[config.mk]
export PLATFORM = sky130hd
export DESIGN_NAME = arp_cache_responder_core_flat
export DESIGN_NICKNAME = d
export VERILOG_FILES = /design/src/hdl/arpc_pkg.sv /design/src/hdl/arpc_chan_if.sv /design/src/hdl/arpc_store.sv /design/src/hdl/arp_cache_responder_core.sv /design/src/flat_wrapper.sv
export SDC_FILE = /design/constraint.sdc
export NUM_CORES = 1
export LEC_CHECK = 0
export ABC_AREA = 0
export BUFFER_PORTS_ARGS = -buffer_cell sky130_fd_sc_hd__buf_2
export CAP_MARGIN = 10
export CELL_PAD_IN_SITES_DETAIL_PLACEMENT = 0
export CELL_PAD_IN_SITES_GLOBAL_PLACEMENT = 1
export CORE_MARGIN = 2
export CORE_UTILIZATION = 29
export CTS_BUF_LIST = sky130_fd_sc_hd__clkbuf_4 sky130_fd_sc_hd__clkbuf_8 sky130_fd_sc_hd__clkbuf_16
export DETAILED_ROUTE_END_ITERATION = 10
export GPL_ROUTABILITY_DRIVEN = 0
export GPL_TIMING_DRIVEN = 0
export PLACE_DENSITY = 0.56
export SLEW_MARGIN = 20
export SYNTH_ARGS = -nofsm -noshare
export SYNTH_HDL_FRONTEND = slang
export SYNTH_SLANG_ARGS = --single-unit
[constraint.sdc]
create_clock -name clk_i -period 8.32 [get_ports clk_i]
set_input_delay 2.08 -clock clk_i [delete_from_list [all_inputs] [get_ports clk_i]]
set_output_delay 2.08 -clock clk_i [all_outputs]
set_load 0.05 [all_outputs]
[src/hdl/arpc_pkg.sv]
// ----------------------------------------------------------------------------
// arpc_pkg
// Types, codes and defaults shared by the ARP cache and responder modules.
// ----------------------------------------------------------------------------
`default_nettype none

package arpc_pkg;

  // Default cache depth
  localparam int CACHE_ENTRIES_DEF = 8;

  // Action codes of an input item
  localparam logic [1:0] ACT_PACKET = 2'd0;
  localparam logic [1:0] ACT_LOOKUP = 2'd1;
  localparam logic [1:0] ACT_ADD    = 2'd2;

  // ARP operation codes
  localparam logic [15:0] OP_REQUEST = 16'd1;
  localparam logic [15:0] OP_REPLY   = 16'd2;

  // Lookup status codes
  localparam logic [1:0] LK_MISS    = 2'd0;
  localparam logic [1:0] LK_PENDING = 2'd1;
  localparam logic [1:0] LK_HIT     = 2'd2;

  // Configuration register indexes
  localparam logic CFG_STATION_IP  = 1'b0;
  localparam logic CFG_STATION_MAC = 1'b1;

  typedef struct packed {
    logic [1:0]  action;
    logic [15:0] opcode;
    logic [31:0] peer_ip;
    logic [47:0] peer_mac;
    logic [31:0] target_ip;
  } in_item_t;

  typedef struct packed {
    logic        reply_send;
    logic [31:0] reply_dest_ip;
    logic [47:0] reply_dest_mac;
    logic [1:0]  lookup_status;
    logic [47:0] lookup_mac;
    logic        entry_added;
    logic        entry_resolved;
  } out_item_t;

  // One cache entry; address zero marks an empty entry
  typedef struct packed {
    logic [31:0] ip;
    logic [47:0] mac;
    logic        valid;
  } entry_t;

  // Write command from the sequencer to the entry store
  typedef struct packed {
    logic push;    // shift a new entry in at the front
    logic update;  // rewrite the entry at a given slot
  } store_cmd_t;

endpackage

`default_nettype wire

[src/hdl/arpc_chan_if.sv]
// ----------------------------------------------------------------------------
// arpc_chan_if
// Valid/ready channel carrying one item of payload type T.
// ----------------------------------------------------------------------------
`default_nettype none

interface arpc_chan_if #(
  parameter type T = logic
);
  logic valid;
  logic ready;
  T     data;

  modport source (output valid, output data, input ready);
  modport sink   (input valid, input data, output ready);
endinterface

`default_nettype wire

[src/hdl/arpc_store.sv]
// ----------------------------------------------------------------------------
// arpc_store
// Entry memory organized as a ring with a moving head. Pushing an entry moves
// the head back one slot and overwrites the oldest entry there. Reads are by
// age (0 is newest) and return the entry registered in the next cycle, with its slot.
// ----------------------------------------------------------------------------
`default_nettype none

module arpc_store #(
  parameter int CacheEntries = 8
) (
  input  wire                          clk_i,
  input  wire                          rst_ni,
  input  wire [$clog2(CacheEntries)-1:0] rd_age_i,
  input  arpc_pkg::store_cmd_t         cmd_i,
  input  wire [$clog2(CacheEntries)-1:0] upd_slot_i,
  input  arpc_pkg::entry_t             wr_entry_i,
  output arpc_pkg::entry_t             rd_entry_o,
  output logic [$clog2(CacheEntries)-1:0] rd_slot_o
);
  import arpc_pkg::*;

  localparam int IW  = $clog2(CacheEntries);
  localparam int IW1 = IW + 1;
  localparam logic [IW:0]   DEPTH    = IW1'(CacheEntries);
  localparam logic [IW-1:0] LAST_IDX = IW'(CacheEntries - 1);

  entry_t            mem_q [CacheEntries];
  logic [CacheEntries-1:0] used_q, used_d;
  logic [IW-1:0]     head_q, head_d;
  logic [IW-1:0]     head_dec;
  logic [IW:0]       rd_sum;
  logic [IW-1:0]     rd_slot;
  logic [IW-1:0]     wr_slot;
  logic              wr_en;
  entry_t            rd_ent_q;
  logic              rd_used_q;
  logic [IW-1:0]     rd_slot_q;

  // Map age to slot: (head + age) wrapped at the depth
  always_comb begin
    rd_sum = {1'b0, head_q} + {1'b0, rd_age_i};
    if (rd_sum >= DEPTH) begin
      rd_sum = rd_sum - DEPTH;
    end
    rd_slot = rd_sum[IW-1:0];
  end

  // Pick the write slot: new front slot on push, else the given slot
  always_comb begin
    head_dec = (head_q == '0) ? LAST_IDX : head_q - 1'b1;
    wr_en    = cmd_i.push || cmd_i.update;
    wr_slot  = cmd_i.push ? head_dec : upd_slot_i;
    head_d   = cmd_i.push ? head_dec : head_q;
    used_d   = used_q;
    if (cmd_i.push) begin
      used_d[wr_slot] = 1'b1;
    end
  end

  // Hold head pointer and slot occupancy
  always_ff @(posedge clk_i or negedge rst_ni) begin
    if (!rst_ni) begin
      head_q <= '0;
      used_q <= '0;
    end else begin
      head_q <= head_d;
      used_q <= used_d;
    end
  end

  // Write port
  always_ff @(posedge clk_i) begin
    if (wr_en) begin
      mem_q[wr_slot] <= wr_entry_i;
    end
  end

  // Registered read port
  always_ff @(posedge clk_i) begin
    rd_ent_q  <= mem_q[rd_slot];
    rd_used_q <= used_q[rd_slot];
    rd_slot_q <= rd_slot;
  end

  // An untouched slot reads as an empty entry
  assign rd_entry_o = rd_used_q ? rd_ent_q : '0;
  assign rd_slot_o  = rd_slot_q;

endmodule

`default_nettype wire

[src/hdl/arp_cache_responder_core.sv]
// ----------------------------------------------------------------------------
// arp_cache_responder_core
// IPv4 ARP cache and responder with a newest-first entry ring.
// ----------------------------------------------------------------------------
// Usage:
//   req_i carries one item per action: a received ARP packet, an outbound
//   lookup or a pending entry to add. rsp_o returns exactly one result item
//   for every accepted item, in order. The user writes the station IP through the
//   cfg_* port while the block is idle (the block does not enforce this); the
//   station MAC is taken but not stored: the reply source is not in the result.
// Timing:
//   An add, an unused action or an ignored opcode goes from the accept
//   step straight to the finish step, which loads its result into the
//   output register. A packet or lookup scans the cache one entry per cycle
//   with a single address comparator, newest first, and stops at a match,
//   an empty entry or the end, after 1 to CacheEntries entries. One item at a
//   time; req_i.ready is high only while the block waits for an item.
// Reset:
//   Asynchronous, active low. The cache comes up empty, the station IP is zero.
// Stalls:
//   A result waits in the output register while rsp_o.ready is low; the
//   next item is accepted meanwhile, and its result is held back until the
//   register frees.
// ----------------------------------------------------------------------------
`default_nettype none

module arp_cache_responder_core #(
  parameter int CacheEntries = arpc_pkg::CACHE_ENTRIES_DEF
) (
  input  wire               clk_i,
  input  wire               rst_ni,
  arpc_chan_if.sink         req_i,
  arpc_chan_if.source       rsp_o,
  input  wire               cfg_we_i,
  input  wire               cfg_idx_i,
  input  wire [47:0]        cfg_data_i
);
  import arpc_pkg::*;

  localparam int IW = $clog2(CacheEntries);
  localparam logic [IW-1:0] LAST_IDX = IW'(CacheEntries - 1);

  localparam logic [1:0] ST_IDLE   = 2'd0;
  localparam logic [1:0] ST_SCAN   = 2'd1;
  localparam logic [1:0] ST_FINISH = 2'd2;

  logic [1:0]    state_q, state_d;
  in_item_t      item_q, item_d;
  logic [IW-1:0] scan_q, scan_d;
  logic          found_q, found_d;
  logic [IW-1:0] hit_slot_q, hit_slot_d;
  entry_t        hit_q, hit_d;
  out_item_t     out_q, out_d;
  logic          out_valid_q, out_valid_d;
  logic [31:0]   station_ip_q;

  logic          accept;
  logic          finish_go;
  logic [IW-1:0] rd_age;
  entry_t        rd_entry;
  logic [IW-1:0] rd_slot;
  store_cmd_t    cmd;
  store_cmd_t    cmd_raw;
  entry_t        wr_entry;
  out_item_t     res;
  logic          needs_scan;

  // Configuration register
  always_ff @(posedge clk_i or negedge rst_ni) begin
    if (!rst_ni) begin
      station_ip_q <= '0;
    end else if (cfg_we_i && (cfg_idx_i == CFG_STATION_IP)) begin
      station_ip_q <= cfg_data_i[31:0];
    end
  end

  assign req_i.ready = (state_q == ST_IDLE);
  assign accept      = req_i.valid && req_i.ready;
  assign finish_go   = (state_q == ST_FINISH) && (!out_valid_q || rsp_o.ready);

  // Only packets with a known opcode and lookups search the cache
  always_comb begin
    needs_scan = 1'b0;
    if (req_i.data.action == ACT_LOOKUP) begin
      needs_scan = 1'b1;
    end else if (req_i.data.action == ACT_PACKET) begin
      needs_scan = (req_i.data.opcode == OP_REQUEST) ||
                   (req_i.data.opcode == OP_REPLY);
    end
  end

  // Read the newest entry at acceptance, then one entry ahead each scan cycle
  assign rd_age = (state_q == ST_SCAN) ? scan_q + 1'b1 : '0;

  arpc_store #(
    .CacheEntries(CacheEntries)
  ) u_store (
    .clk_i      (clk_i),
    .rst_ni     (rst_ni),
    .rd_age_i   (rd_age),
    .cmd_i      (cmd),
    .upd_slot_i (hit_slot_q),
    .wr_entry_i (wr_entry),
    .rd_entry_o (rd_entry),
    .rd_slot_o  (rd_slot)
  );

  // Sequencer: accept, scan with the shared comparator, finish
  always_comb begin
    state_d    = state_q;
    item_d     = item_q;
    scan_d     = scan_q;
    found_d    = found_q;
    hit_slot_d = hit_slot_q;
    hit_d      = hit_q;
    unique case (state_q)
      ST_IDLE: begin
        if (accept) begin
          item_d  = req_i.data;
          scan_d  = '0;
          found_d = 1'b0;
          state_d = needs_scan ? ST_SCAN : ST_FINISH;
        end
      end
      ST_SCAN: begin
        priority if (rd_entry.ip == '0) begin
          state_d = ST_FINISH;
        end else if (rd_entry.ip == item_q.peer_ip) begin
          found_d    = 1'b1;
          hit_slot_d = rd_slot;
          hit_d      = rd_entry;
          state_d    = ST_FINISH;
        end else if (scan_q == LAST_IDX) begin
          state_d = ST_FINISH;
        end else begin
          scan_d = scan_q + 1'b1;
        end
      end
      ST_FINISH: begin
        if (finish_go) begin
          state_d = ST_IDLE;
        end
      end
      default: begin
        state_d = ST_IDLE;
      end
    endcase
  end

  // Build the result and the cache write for the finished item
  always_comb begin
    res      = '0;
    cmd_raw  = '0;
    wr_entry = '0;
    unique case (item_q.action)
      ACT_PACKET: begin
        if (item_q.opcode == OP_REQUEST) begin
          if (found_q) begin
            cmd_raw.update = 1'b1;
            wr_entry       = '{ip: hit_q.ip, mac: item_q.peer_mac, valid: hit_q.valid};
          end
          if (item_q.target_ip == station_ip_q) begin
            if (!found_q) begin
              cmd_raw.push    = 1'b1;
              wr_entry        = '{ip: item_q.peer_ip, mac: item_q.peer_mac, valid: 1'b1};
              res.entry_added = 1'b1;
            end
            res.reply_send     = 1'b1;
            res.reply_dest_ip  = item_q.peer_ip;
            res.reply_dest_mac = item_q.peer_mac;
          end
        end else if (item_q.opcode == OP_REPLY) begin
          if (found_q) begin
            cmd_raw.update     = 1'b1;
            wr_entry           = '{ip: hit_q.ip, mac: item_q.peer_mac, valid: 1'b1};
            res.entry_resolved = 1'b1;
          end
        end
      end
      ACT_LOOKUP: begin
        if (found_q && hit_q.valid) begin
          res.lookup_status = LK_HIT;
          res.lookup_mac    = hit_q.mac;
        end else if (found_q) begin
          res.lookup_status = LK_PENDING;
        end else begin
          res.lookup_status = LK_MISS;
        end
      end
      ACT_ADD: begin
        cmd_raw.push    = 1'b1;
        wr_entry        = '{ip: item_q.peer_ip, mac: 48'd0, valid: 1'b0};
        res.entry_added = 1'b1;
      end
      default: begin
        res = '0;
      end
    endcase
    cmd.push   = cmd_raw.push && finish_go;
    cmd.update = cmd_raw.update && finish_go;
  end

  // Output register: load on finish, drop when taken
  always_comb begin
    out_d       = out_q;
    out_valid_d = out_valid_q;
    if (out_valid_q && rsp_o.ready) begin
      out_valid_d = 1'b0;
    end
    if (finish_go) begin
      out_d       = res;
      out_valid_d = 1'b1;
    end
  end

  assign rsp_o.valid = out_valid_q;
  assign rsp_o.data  = out_q;

  // Control state
  always_ff @(posedge clk_i or negedge rst_ni) begin
    if (!rst_ni) begin
      state_q     <= ST_IDLE;
      out_valid_q <= 1'b0;
      scan_q      <= '0;
      found_q     <= 1'b0;
    end else begin
      state_q     <= state_d;
      out_valid_q <= out_valid_d;
      scan_q      <= scan_d;
      found_q     <= found_d;
    end
  end

  // Payload registers
  always_ff @(posedge clk_i) begin
    item_q     <= item_d;
    hit_slot_q <= hit_slot_d;
    hit_q      <= hit_d;
    out_q      <= out_d;
  end

  // A cache write never both pushes and rewrites a slot
  a_cmd_excl: assert property (@(posedge clk_i) disable iff (!rst_ni)
    !(cmd.push && cmd.update))
    else $error("store push and update in the same cycle");

  // A new result appears only out of the finish step
  a_out_from_finish: assert property (@(posedge clk_i) disable iff (!rst_ni)
    $rose(out_valid_q) |-> $past(state_q == ST_FINISH))
    else $error("result loaded outside the finish step");

  // The scan index stays inside the cache
  a_scan_range: assert property (@(posedge clk_i) disable iff (!rst_ni)
    (state_q == ST_SCAN) |-> (scan_q <= LAST_IDX))
    else $error("scan index beyond the last entry");

  // A hit always names an entry that carries the searched address
  a_hit_match: assert property (@(posedge clk_i) disable iff (!rst_ni)
    ((state_q == ST_FINISH) && found_q) |-> (hit_q.ip == item_q.peer_ip))
    else $error("recorded hit does not match the searched address");

endmodule

`default_nettype wire

[src/flat_wrapper.sv]
// flat-port wrapper written by rule: the top's interface ports become plain ports
module arp_cache_responder_core_flat import arpc_pkg::*;
#(
  parameter int CacheEntries = arpc_pkg::CACHE_ENTRIES_DEF
)
  (clk_i, rst_ni, cfg_we_i, cfg_idx_i, cfg_data_i, req_i_valid, req_i_data, req_i_ready, rsp_o_valid, rsp_o_data, rsp_o_ready);
  arpc_chan_if #(.T(in_item_t)) req_i_i ();
  arpc_chan_if #(.T(out_item_t)) rsp_o_i ();
  input  wire clk_i;
  input  wire rst_ni;
  input  wire cfg_we_i;
  input  wire cfg_idx_i;
  input  wire [47:0] cfg_data_i;
  input wire logic [$bits(req_i_i.valid)-1:0] req_i_valid;
  input wire logic [$bits(req_i_i.data)-1:0] req_i_data;
  output wire logic [$bits(req_i_i.ready)-1:0] req_i_ready;
  output wire logic [$bits(rsp_o_i.valid)-1:0] rsp_o_valid;
  output wire logic [$bits(rsp_o_i.data)-1:0] rsp_o_data;
  input wire logic [$bits(rsp_o_i.ready)-1:0] rsp_o_ready;
  assign req_i_i.valid = req_i_valid;
  assign req_i_i.data = req_i_data;
  assign req_i_ready = req_i_i.ready;
  assign rsp_o_valid = rsp_o_i.valid;
  assign rsp_o_data = rsp_o_i.data;
  assign rsp_o_i.ready = rsp_o_ready;
  arp_cache_responder_core #(.CacheEntries(CacheEntries)) u_core (.clk_i(clk_i), .rst_ni(rst_ni), .req_i(req_i_i), .rsp_o(rsp_o_i), .cfg_we_i(cfg_we_i), .cfg_idx_i(cfg_idx_i), .cfg_data_i(cfg_data_i));
endmodule
==> impl_results.md, run 1 <==
* Via Count at 21.0k
* Die H at 385 um
* Max-Cap Viols at 0
* Top_reg_cell synth: edfxtp_1
* Worst-margin pin slew at 1.01 ns
* Tmin final at 4.38 ns
* Die area at 0.148 mm^2
* Drt initial violations at 1561
* Number of distinct library cells after synthesis at 62
* Fmax at 228 MHz
* Post-CTS Resized at 0
* Period utilisation layout at 0.527
* Area taken by multi-input logic gates at 0.00890 mm^2
* RSZ-0062 raised after global routing: no
* Pin count of the biggest net entering global routing at 85
* Critical path cell sequence: buf_2, nand2b_1, or2b_2, clkinvlp_4, o21ai_1, nor2_4, buf_16, buf_16, buf_16, buf_16
* Hold Path Class: reg2reg
* Gr usage total at 0.148
* Grt total ovfl at 0
* Critical Path RT at 8.77 ns
* Clock buffer depth at 3
* Pint at 12500 uW
* Avg Cell Area, Syn at 20.2 um^2
* Synth Register Bits at 1130
* # hold bufs at CTS at 0
* R2R Setup Slk at 4.48 ns
* Leading cell type by number of instances after synthesis: edfxtp_1
* Post-route non-filler standard cell count at 4583
* Starting Density at 0.293
* Final hold viol count at 0
* DRC Markers at 0
* Max stage delay cell, worst path: nor2_4
* Post-DR vias/cell at 4.57
* Logic gate share of total power at 0.275
* Critical path capture point type: flip-flop
* Yosys top cell by area: edfxtp_1
* Number of cell rows at 139
* Syn Nets at 2271
* VDD IR max at 150 uV
* Global-route wire length before repair at 157000 um
* Placed Cells at 4338
* Most frequent CP cell: buf_16
* Synth cell count leaders: 995 x edfxtp_1, 259 x and2_1, 164 x mux4_2
* Vias in the first global route at 22.5k
* Initial antenna violation count at 26
* Fraction of layout cells with a size suffix above 1 at 0.355
* Mapped cell area at 0.0421 mm^2
* Clk pwr share at 0.318
* Total of fill cells in the finished design at 13.3k
* Nets at 2757
* Core area at 0.144 mm^2
* Worst Hold Depth at 0
* Largest cells by area after synthesis: edfxtp_1 71%, mux4_2 8.8%, dfxtp_1 4.0%
* H-tree levels at 4
* Max Slew Vio Count at 0
* Tot Pwr at 18300 uW
* Chip width at 385 um
* # IOs at 319
* Post-synth EDFFs at 995
* Sw Pwr at 5750 uW
* Area grow syn2layout at 23.0%
* PortBufs at 302
* DRT Wirelength at 109000 um
* Worst Hold Launch: u_core.u_store.rd_slot_o[0]$_DFF_P_
* Crit path arrival time at 4.83 ns
* CP Class: in2reg
* Worst Hold Path EP: u_core.hit_slot_q[0]$_DFFE_PP_
* Sw Ratio at 0.315
* HPWL Detailed at 73000 um
* PwrDens at 353 mW/mm^2
* Seq/Total Area, Yosys at 0.779
* Max Fanout on Critical Path at 17
* Leak Pwr at 0.0183 uW
* Async SR Flop Fraction at 0.0442
* Post-synthesis cell count at 2081
* CTS tree: done
* Post-CTS Setup Bufs at 0
* Reg clk slew, reported paths at 0.06 ns
* Part of the power in registers at 0.408
* Worst-Skew Late Latency at 0.76 ns
* Final setup viols at 0
* Critical path buffers and inverters at 6
* Root buffer cell: clkbuf_16
* Clock Skew at 0.0334 ns
* Worst r2r dst: u_core.u_store.rd_ent_q[54]$_DFF_P_
* Number of CTS-inserted buffers at 130
* Yosys top cell area share at 0.709
* Reg area at 0.0328 mm^2
* Worst Setup Start Kind: input port
* Status: complete, no violations
* Drt wl/cell at 23.7 um
* Worst reg2reg path depth at 10
* Slowest stage delay, CP at 0.57 ns
* Syn. warnings at 0
* DRT Pass-1 Iters at 5
* CTS Sinks at 1130
* Reg2reg start: u_core.state_q[0]$_DFFE_PN0P_
* Cell family with most CP delay: buffers and inverters
* Slew headroom at 0.329
* Final ANT Viol Nets at 0
worst register-to-register path: cells and delay by family, from the launching register on:
family        cells  cell delay [ns]
buf+inv           2             1.18
mux               2             0.68
fa+ha+maj         2             0.56
xor+xnor          2             0.56
flops             1             0.40
simple gates      2             0.34
registers in the layout (all words and copies together), names as in the netlist:
name / flops
u_core.u_store.mem_q: 648
u_core.rsp_o.data: 133
u_core.item_q: 130
u_core.hit_q: 81
u_core.u_store.rd_ent_q: 81
u_core.station_ip_q: 32
u_core.u_store.used_q: 8
u_core.hit_slot_q: 3
u_core.scan_q: 3
u_core.u_store.head_q: 3
u_core.u_store.rd_slot_o: 3
u_core.state_q: 2
u_core.found_q: 1
u_core.rsp_o.valid: 1
u_core.u_store.rd_used_q: 1
per-layer routing:
metal  track usage  vias to the layer above  share of wire
met5             0                        -         0.0012
met4        0.0459                       22          0.023
met3        0.0394                      186          0.067
met2         0.241                      656           0.48
met1         0.192                    10900           0.43
li1              -                     9239              -
through the flow:
| stage | utilization | worst slack [ns] | hold WS (ns) | TNS [ns] | area [um^2] |
|---|---|---|---|---|---|
| after floorplan | - | 1.07 | 0.386 | 0 | 42100 |
| after global placement | 0.320 | -3.10 | 0.387 | -2123.39 | 46000 |
| final | 0.360 | 3.94 | 0.400 | 0 | 51800 |
| after global routing | 0.360 | 3.76 | 0.406 | 0 | 51800 |
| after CTS | 0.360 | 3.70 | 0.398 | 0 | 51800 |
| after detailed placement | 0.329 | 2.87 | 0.391 | 0 | 47400 |
cell usage in the layout, fill, tap and decap left out, types with 6 or more instances in the layout:
| cell type | Yosys | routed |
|---|---|---|
| dfxtp_1 | 85 | 85 |
| o21ai_0 | 23 | 21 |
| buf_2 | 31 | 333 |
| clkbuf_16 | 0 | 132 |
| nor3_1 | 7 | 7 |
| clkinvlp_4 | 0 | 6 |
| nor4bb_1 | 8 | 8 |
| clkbuf_8 | 0 | 13 |
| inv_1 | 9 | 7 |
| a22oi_1 | 13 | 13 |
| xnor2_1 | 45 | 45 |
| nand4_1 | 19 | 19 |
| mux4_2 | 164 | 164 |
| a31o_2 | 7 | 7 |
| a21oi_1 | 8 | 8 |
| nor2_1 | 35 | 27 |
| nor4_1 | 13 | 13 |
| nand2_1 | 22 | 22 |
| mux2i_1 | 8 | 8 |
| buf_4 | 5 | 6 |
| clkbuf_4 | 0 | 38 |
| edfxtp_1 | 995 | 995 |
| clkinv_1 | 0 | 12 |
| clkbuf_1 | 41 | 35 |
| buf_12 | 0 | 21 |
| mux2_2 | 114 | 114 |
| a22o_1 | 32 | 32 |
| buf_1 | 8 | 6 |
| clkbuf_2 | 1 | 8 |
| buf_16 | 0 | 31 |
| nor2_4 | 0 | 8 |
| clkinv_2 | 0 | 17 |
| or2_2 | 6 | 6 |
| bufinv_16 | 0 | 8 |
| and2_1 | 259 | 259 |
| dfrtp_1 | 50 | 50 |
| inv_16 | 0 | 6 |
power by group through the flow:
stage / Clock [uW] / Combinational [uW] / Sequential, uW
final: 5810 / 5020 / 7460
after CTS: 5970 / 5170 / 7470
after global placement: 0 / 5000 / 7660
after floorplan: 0 / 2940 / 8050
after detailed placement: 0 / 5140 / 7580
after global routing: 6190 / 5400 / 7520
cell families (layout without fill, tap and decap cells):
family,count (synthesis),after routing,share of synthesized area
flops,1130,1130,0.779
mux,286,286,0.120
buf+inv,99,693,0.0109
xor+xnor,47,47,0.00977
simple gates,410,410,0.0600
fa+ha+maj,6,6,0.00196
compound gates,103,103,0.0179
other cells,0,5,0
area by class of cell:
| type | count | share of cell area |
|---|---|---|
| multi-input cells | 852 | 0.172 |
| diodes | 5 | 0.000241 |
| well taps | 1903 | 0.0460 |
| repair buffers | 354 | 0.0538 |
| inverters | 9 | 0.000869 |
| flip-flops and latches | 1130 | 0.634 |
| clock inverters | 57 | 0.0126 |
| clock buffers | 183 | 0.0727 |
| plain buffers | 90 | 0.00843 |
worst max path at each step:
stage | depth (start not counted) | slack, ns | to | startpoint
floorplan | 5 | 1.07 | u_core.u_store.mem_q[1][0]$_DFFE_PP_ | rsp_o_ready
global placement | 6 | -3.10 | u_core.u_store.mem_q[7][36]$_DFFE_PP_ | rsp_o_ready
detailed placement | 10 | 2.87 | u_core.u_store.mem_q[3][33]$_DFFE_PP_ | rsp_o_ready
CTS | 10 | 3.70 | u_core.u_store.mem_q[3][45]$_DFFE_PP_ | rsp_o_ready
global route | 10 | 3.76 | u_core.u_store.mem_q[3][38]$_DFFE_PP_ | rsp_o_ready
finish | 10 | 3.94 | u_core.u_store.mem_q[7][44]$_DFFE_PP_ | rsp_o_ready
No activity file was read; power rests on OpenSTA's default activity.
==> run 2: changes to the inputs <==
--- a/config.mk
+++ b/config.mk
@@ -5,7 +5,7 @@
 export SDC_FILE = /design/constraint.sdc
 export NUM_CORES = 1
 export LEC_CHECK = 0
-export ABC_AREA = 0
+export ABC_AREA = 1
 export BUFFER_PORTS_ARGS = -buffer_cell sky130_fd_sc_hd__buf_2
 export CAP_MARGIN = 10
 export CELL_PAD_IN_SITES_DETAIL_PLACEMENT = 0
@@ -16,7 +16,7 @@
 export DETAILED_ROUTE_END_ITERATION = 10
 export GPL_ROUTABILITY_DRIVEN = 0
 export GPL_TIMING_DRIVEN = 0
-export PLACE_DENSITY = 0.56
+export PLACE_DENSITY = 0.58
 export SLEW_MARGIN = 20
 export SYNTH_ARGS = -nofsm -noshare
 export SYNTH_HDL_FRONTEND = slang
==> constraint.sdc (replaced) <==
create_clock -name clk_i -period 3.7 [get_ports clk_i]
set_input_delay 0.925 -clock clk_i [delete_from_list [all_inputs] [get_ports clk_i]]
set_output_delay 0.925 -clock clk_i [all_outputs]
set_load 0.05 [all_outputs]
==> impl_results.md, run 2 <==
* Status: complete, no violations
* Gr usage total at 0.160
* DRT Pass-1 Iters at 5
* Number of CTS-inserted buffers at 134
* Metal-1 WL at 55300 um
* DRC Markers at 0
* Die area at 0.152 mm^2
* Synth Area in XOR/XNOR at 0.00730
* Number of distinct library cells after synthesis at 39
* H-tree levels at 4
* Most frequent cells in the layout: 995 x edfxtp_1, 511 x inv_1, 326 x buf_2, 325 x nand2_1, 308 x nor2_1
* Clock Skew at 0.0312 ns
* Top_reg_cell synth: edfxtp_1
* Nets at 4003
* Grt total ovfl at 0
* Max-Cap Viols at 0
* Final hold slack at 0.216 ns
* TNS Setup at 0 ns
* Critical path capture point type: flip-flop
* Post-synth EDFFs at 995
* Core area at 0.148 mm^2
* Met2 WL at 56800 um
* Area grow syn2layout at 23.3%
* Slew headroom at 0.306
* PwrDens at 837 mW/mm^2
* Critical Path Start: u_core.state_q[1]$_DFFE_PN0P_
* PortBufs at 302
* Syn Nets at 3483
* Yosys top cell by area: edfxtp_1
* Yosys top cell area share at 0.691
* Simple-Gate Fraction of Synth Area at 0.0666
* Final setup viols at 0
* DRT Wirelength at 121000 um
* Reg clk slew, reported paths at 0.06 ns
* Chip width at 390 um
* Seq/Total Area, Yosys at 0.760
* DR top layer: met4
* Post-DR vias/cell at 4.47
* Async SR Flop Fraction at 0.0442
* Worst-Skew Late Latency at 0.77 ns
* VDD IR max at 556 uV
* Root buffer cell: clkbuf_16
* Final hold viol count at 0
* Synth Area in Adders at 0.00191
* HPWL Detailed at 83200 um
* Total of fill cells in the finished design at 14.4k
* Avg Cell Area, Syn at 13.1 um^2
* Leak Pwr at 0.0210 uW
* Worst Setup Start Kind: flip-flop
* Number of cell rows at 141
* CP Class: reg2reg
* Final ANT Viol Nets at 0
* RSZ-0062 raised after global routing: yes
* Largest family of logic cells by synthesized area: compound AO/OA/AOI/OAI gates
* Met3 wire length at 6230 um
* Reg2reg start: u_core.state_q[1]$_DFFE_PN0P_
* # IOs at 319
* Mapped cell area at 0.0432 mm^2
* Via Count at 26.2k
* Post-synthesis cell count at 3293
* Clock buffer depth at 3
* Starting Density at 0.292
* Vias in the first global route at 26.3k
* Commonest non-fill, non-tap cell in the layout: edfxtp_1
* Crit path arrival time at 4.05 ns
* Critical Path RT at 4.26 ns
* Die H at 390 um
* CTS Sinks at 1130
* Max Slew Vio Count at 0
* Largest Register: u_core.u_store.mem_q
* Largest register FFs at 648
* Largest cells by area after synthesis: edfxtp_1 69%, inv_1 4.4%, dfxtp_1 3.9%
* Tmin final at 3.49 ns
* Hold Path Class: in2async
* Drt initial violations at 1739
* Drt wl/cell at 20.7 um
* Synth cell count leaders: 995 x edfxtp_1, 511 x inv_1, 330 x nand2_1
* Post-synthesis mux area share at 0.0240
* Syn. warnings at 0
* Max Fanout on Critical Path at 10
* Complex-gate fraction of the synthesized area at 0.0816
* Pin count of the biggest net entering global routing at 51
* # hold bufs at CTS at 0
* Worst-margin pin slew at 1.04 ns
* Fraction of layout cells with a size suffix above 1 at 0.190
* Initial antenna violation count at 9
* Period utilisation layout at 0.944
* Global-route wire length before repair at 177000 um
* Synth Register Bits at 1130
* Fmax at 286 MHz
* CTS tree: done
* Leading cell type by number of instances after synthesis: edfxtp_1
[run 2: area by class of cell]
class                      instances  area, um^2  area share
tap                             1930        2410      0.0453
sequential                      1130       32800       0.616
clock buffer                     182        3830      0.0718
clock inverter                    63         704      0.0132
antenna                            5        12.5    0.000235
buffer                           153         677      0.0127
timing repair buffer             384        2870      0.0538
multi-input combinational       1494        8010       0.150
inverter                         516        1940      0.0364
[run 2: metal layers]
layer | up-vias | GRT usage
met5 | - | 0
met4 | 0 | 0.0543
met3 | 179 | 0.0286
met2 | 695 | 0.259
met1 | 12800 | 0.215
li1 | 12500 | -
[run 2: worst paths after layout]
kind / end / slack [ns] / cells past startpoint
hold / removal: u_core.station_ip_q[12]$_DFFE_PN0P_ / 0.22 / 1
hold reg to reg: u_core.hit_slot_q[0]$_DFFE_PP_ / 0.40 / 0
min in group clk_i: u_core.item_q[79]$_DFFE_PP_ / 0.33 / 1
setup reg to reg: u_core.u_store.rd_ent_q[65]$_DFF_P_ / 0.21 / 12
setup / recovery: u_core.u_store.rd_ent_q[65]$_DFF_P_ / 0.21 / 12
max in group asynchronous: u_core.scan_q[0]$_DFFE_PN0P_ / 3.01 / 1
[run 2: timing repair]
item / 4_1_cts / 5_1_grt
resized for setup: 46 / 35
endpoints found under the setup margin: 646 / 340
buffers inserted: 13 / 3
pin swaps: 6 / 1
cloned: 0 / 0
[run 2: power breakdown]
part           internal (uW)  switching (uW)  total, uW
Clock                   7970            5460      13400
Sequential             15700             427      16200
Combinational           4060           11000      15000
Total                  27700           16800      44600
[run 2: worst max-delay path, cell delays in order (launching register included)]
cell and delay (ns):
dfrtp_1 0.40, nor2_2 0.25, inv_1 0.10, nor2_1 0.21, ha_1 0.18, buf_4 0.26
buf_4 0.31, buf_2 0.32, clkbuf_4 0.35, buf_1 0.50, nand2_1 0.11, o211ai_1 0.11
a31oi_1 0.17
[run 2: kinds of logic (layout without fill, tap and decap cells)]
kind of cell,after synthesis,after routing
DFF,1130,1130
and+or+nand+nor,713,713
buffers and inverters,669,1298
AOI/OAI and AO/OA,638,638
muxes,101,101
xor gates and xnor gates,36,36
adders and majority gates,6,6
other,0,5
[run 2: stage by stage]
step	area (um^2)	util	cells	power [uW]	worst slack (ns)
final	53300	0.360	5857	44600	0.209
after CTS	53200	0.360	5849	45300	0.00699
after detailed placement	48500	0.328	5591	31500	-0.862
after floorplan	43300	-	3293	25600	-3.15
after global routing	53300	0.360	5856	47000	-0.00604
after global placement	47300	0.320	5525	31300	-7.94
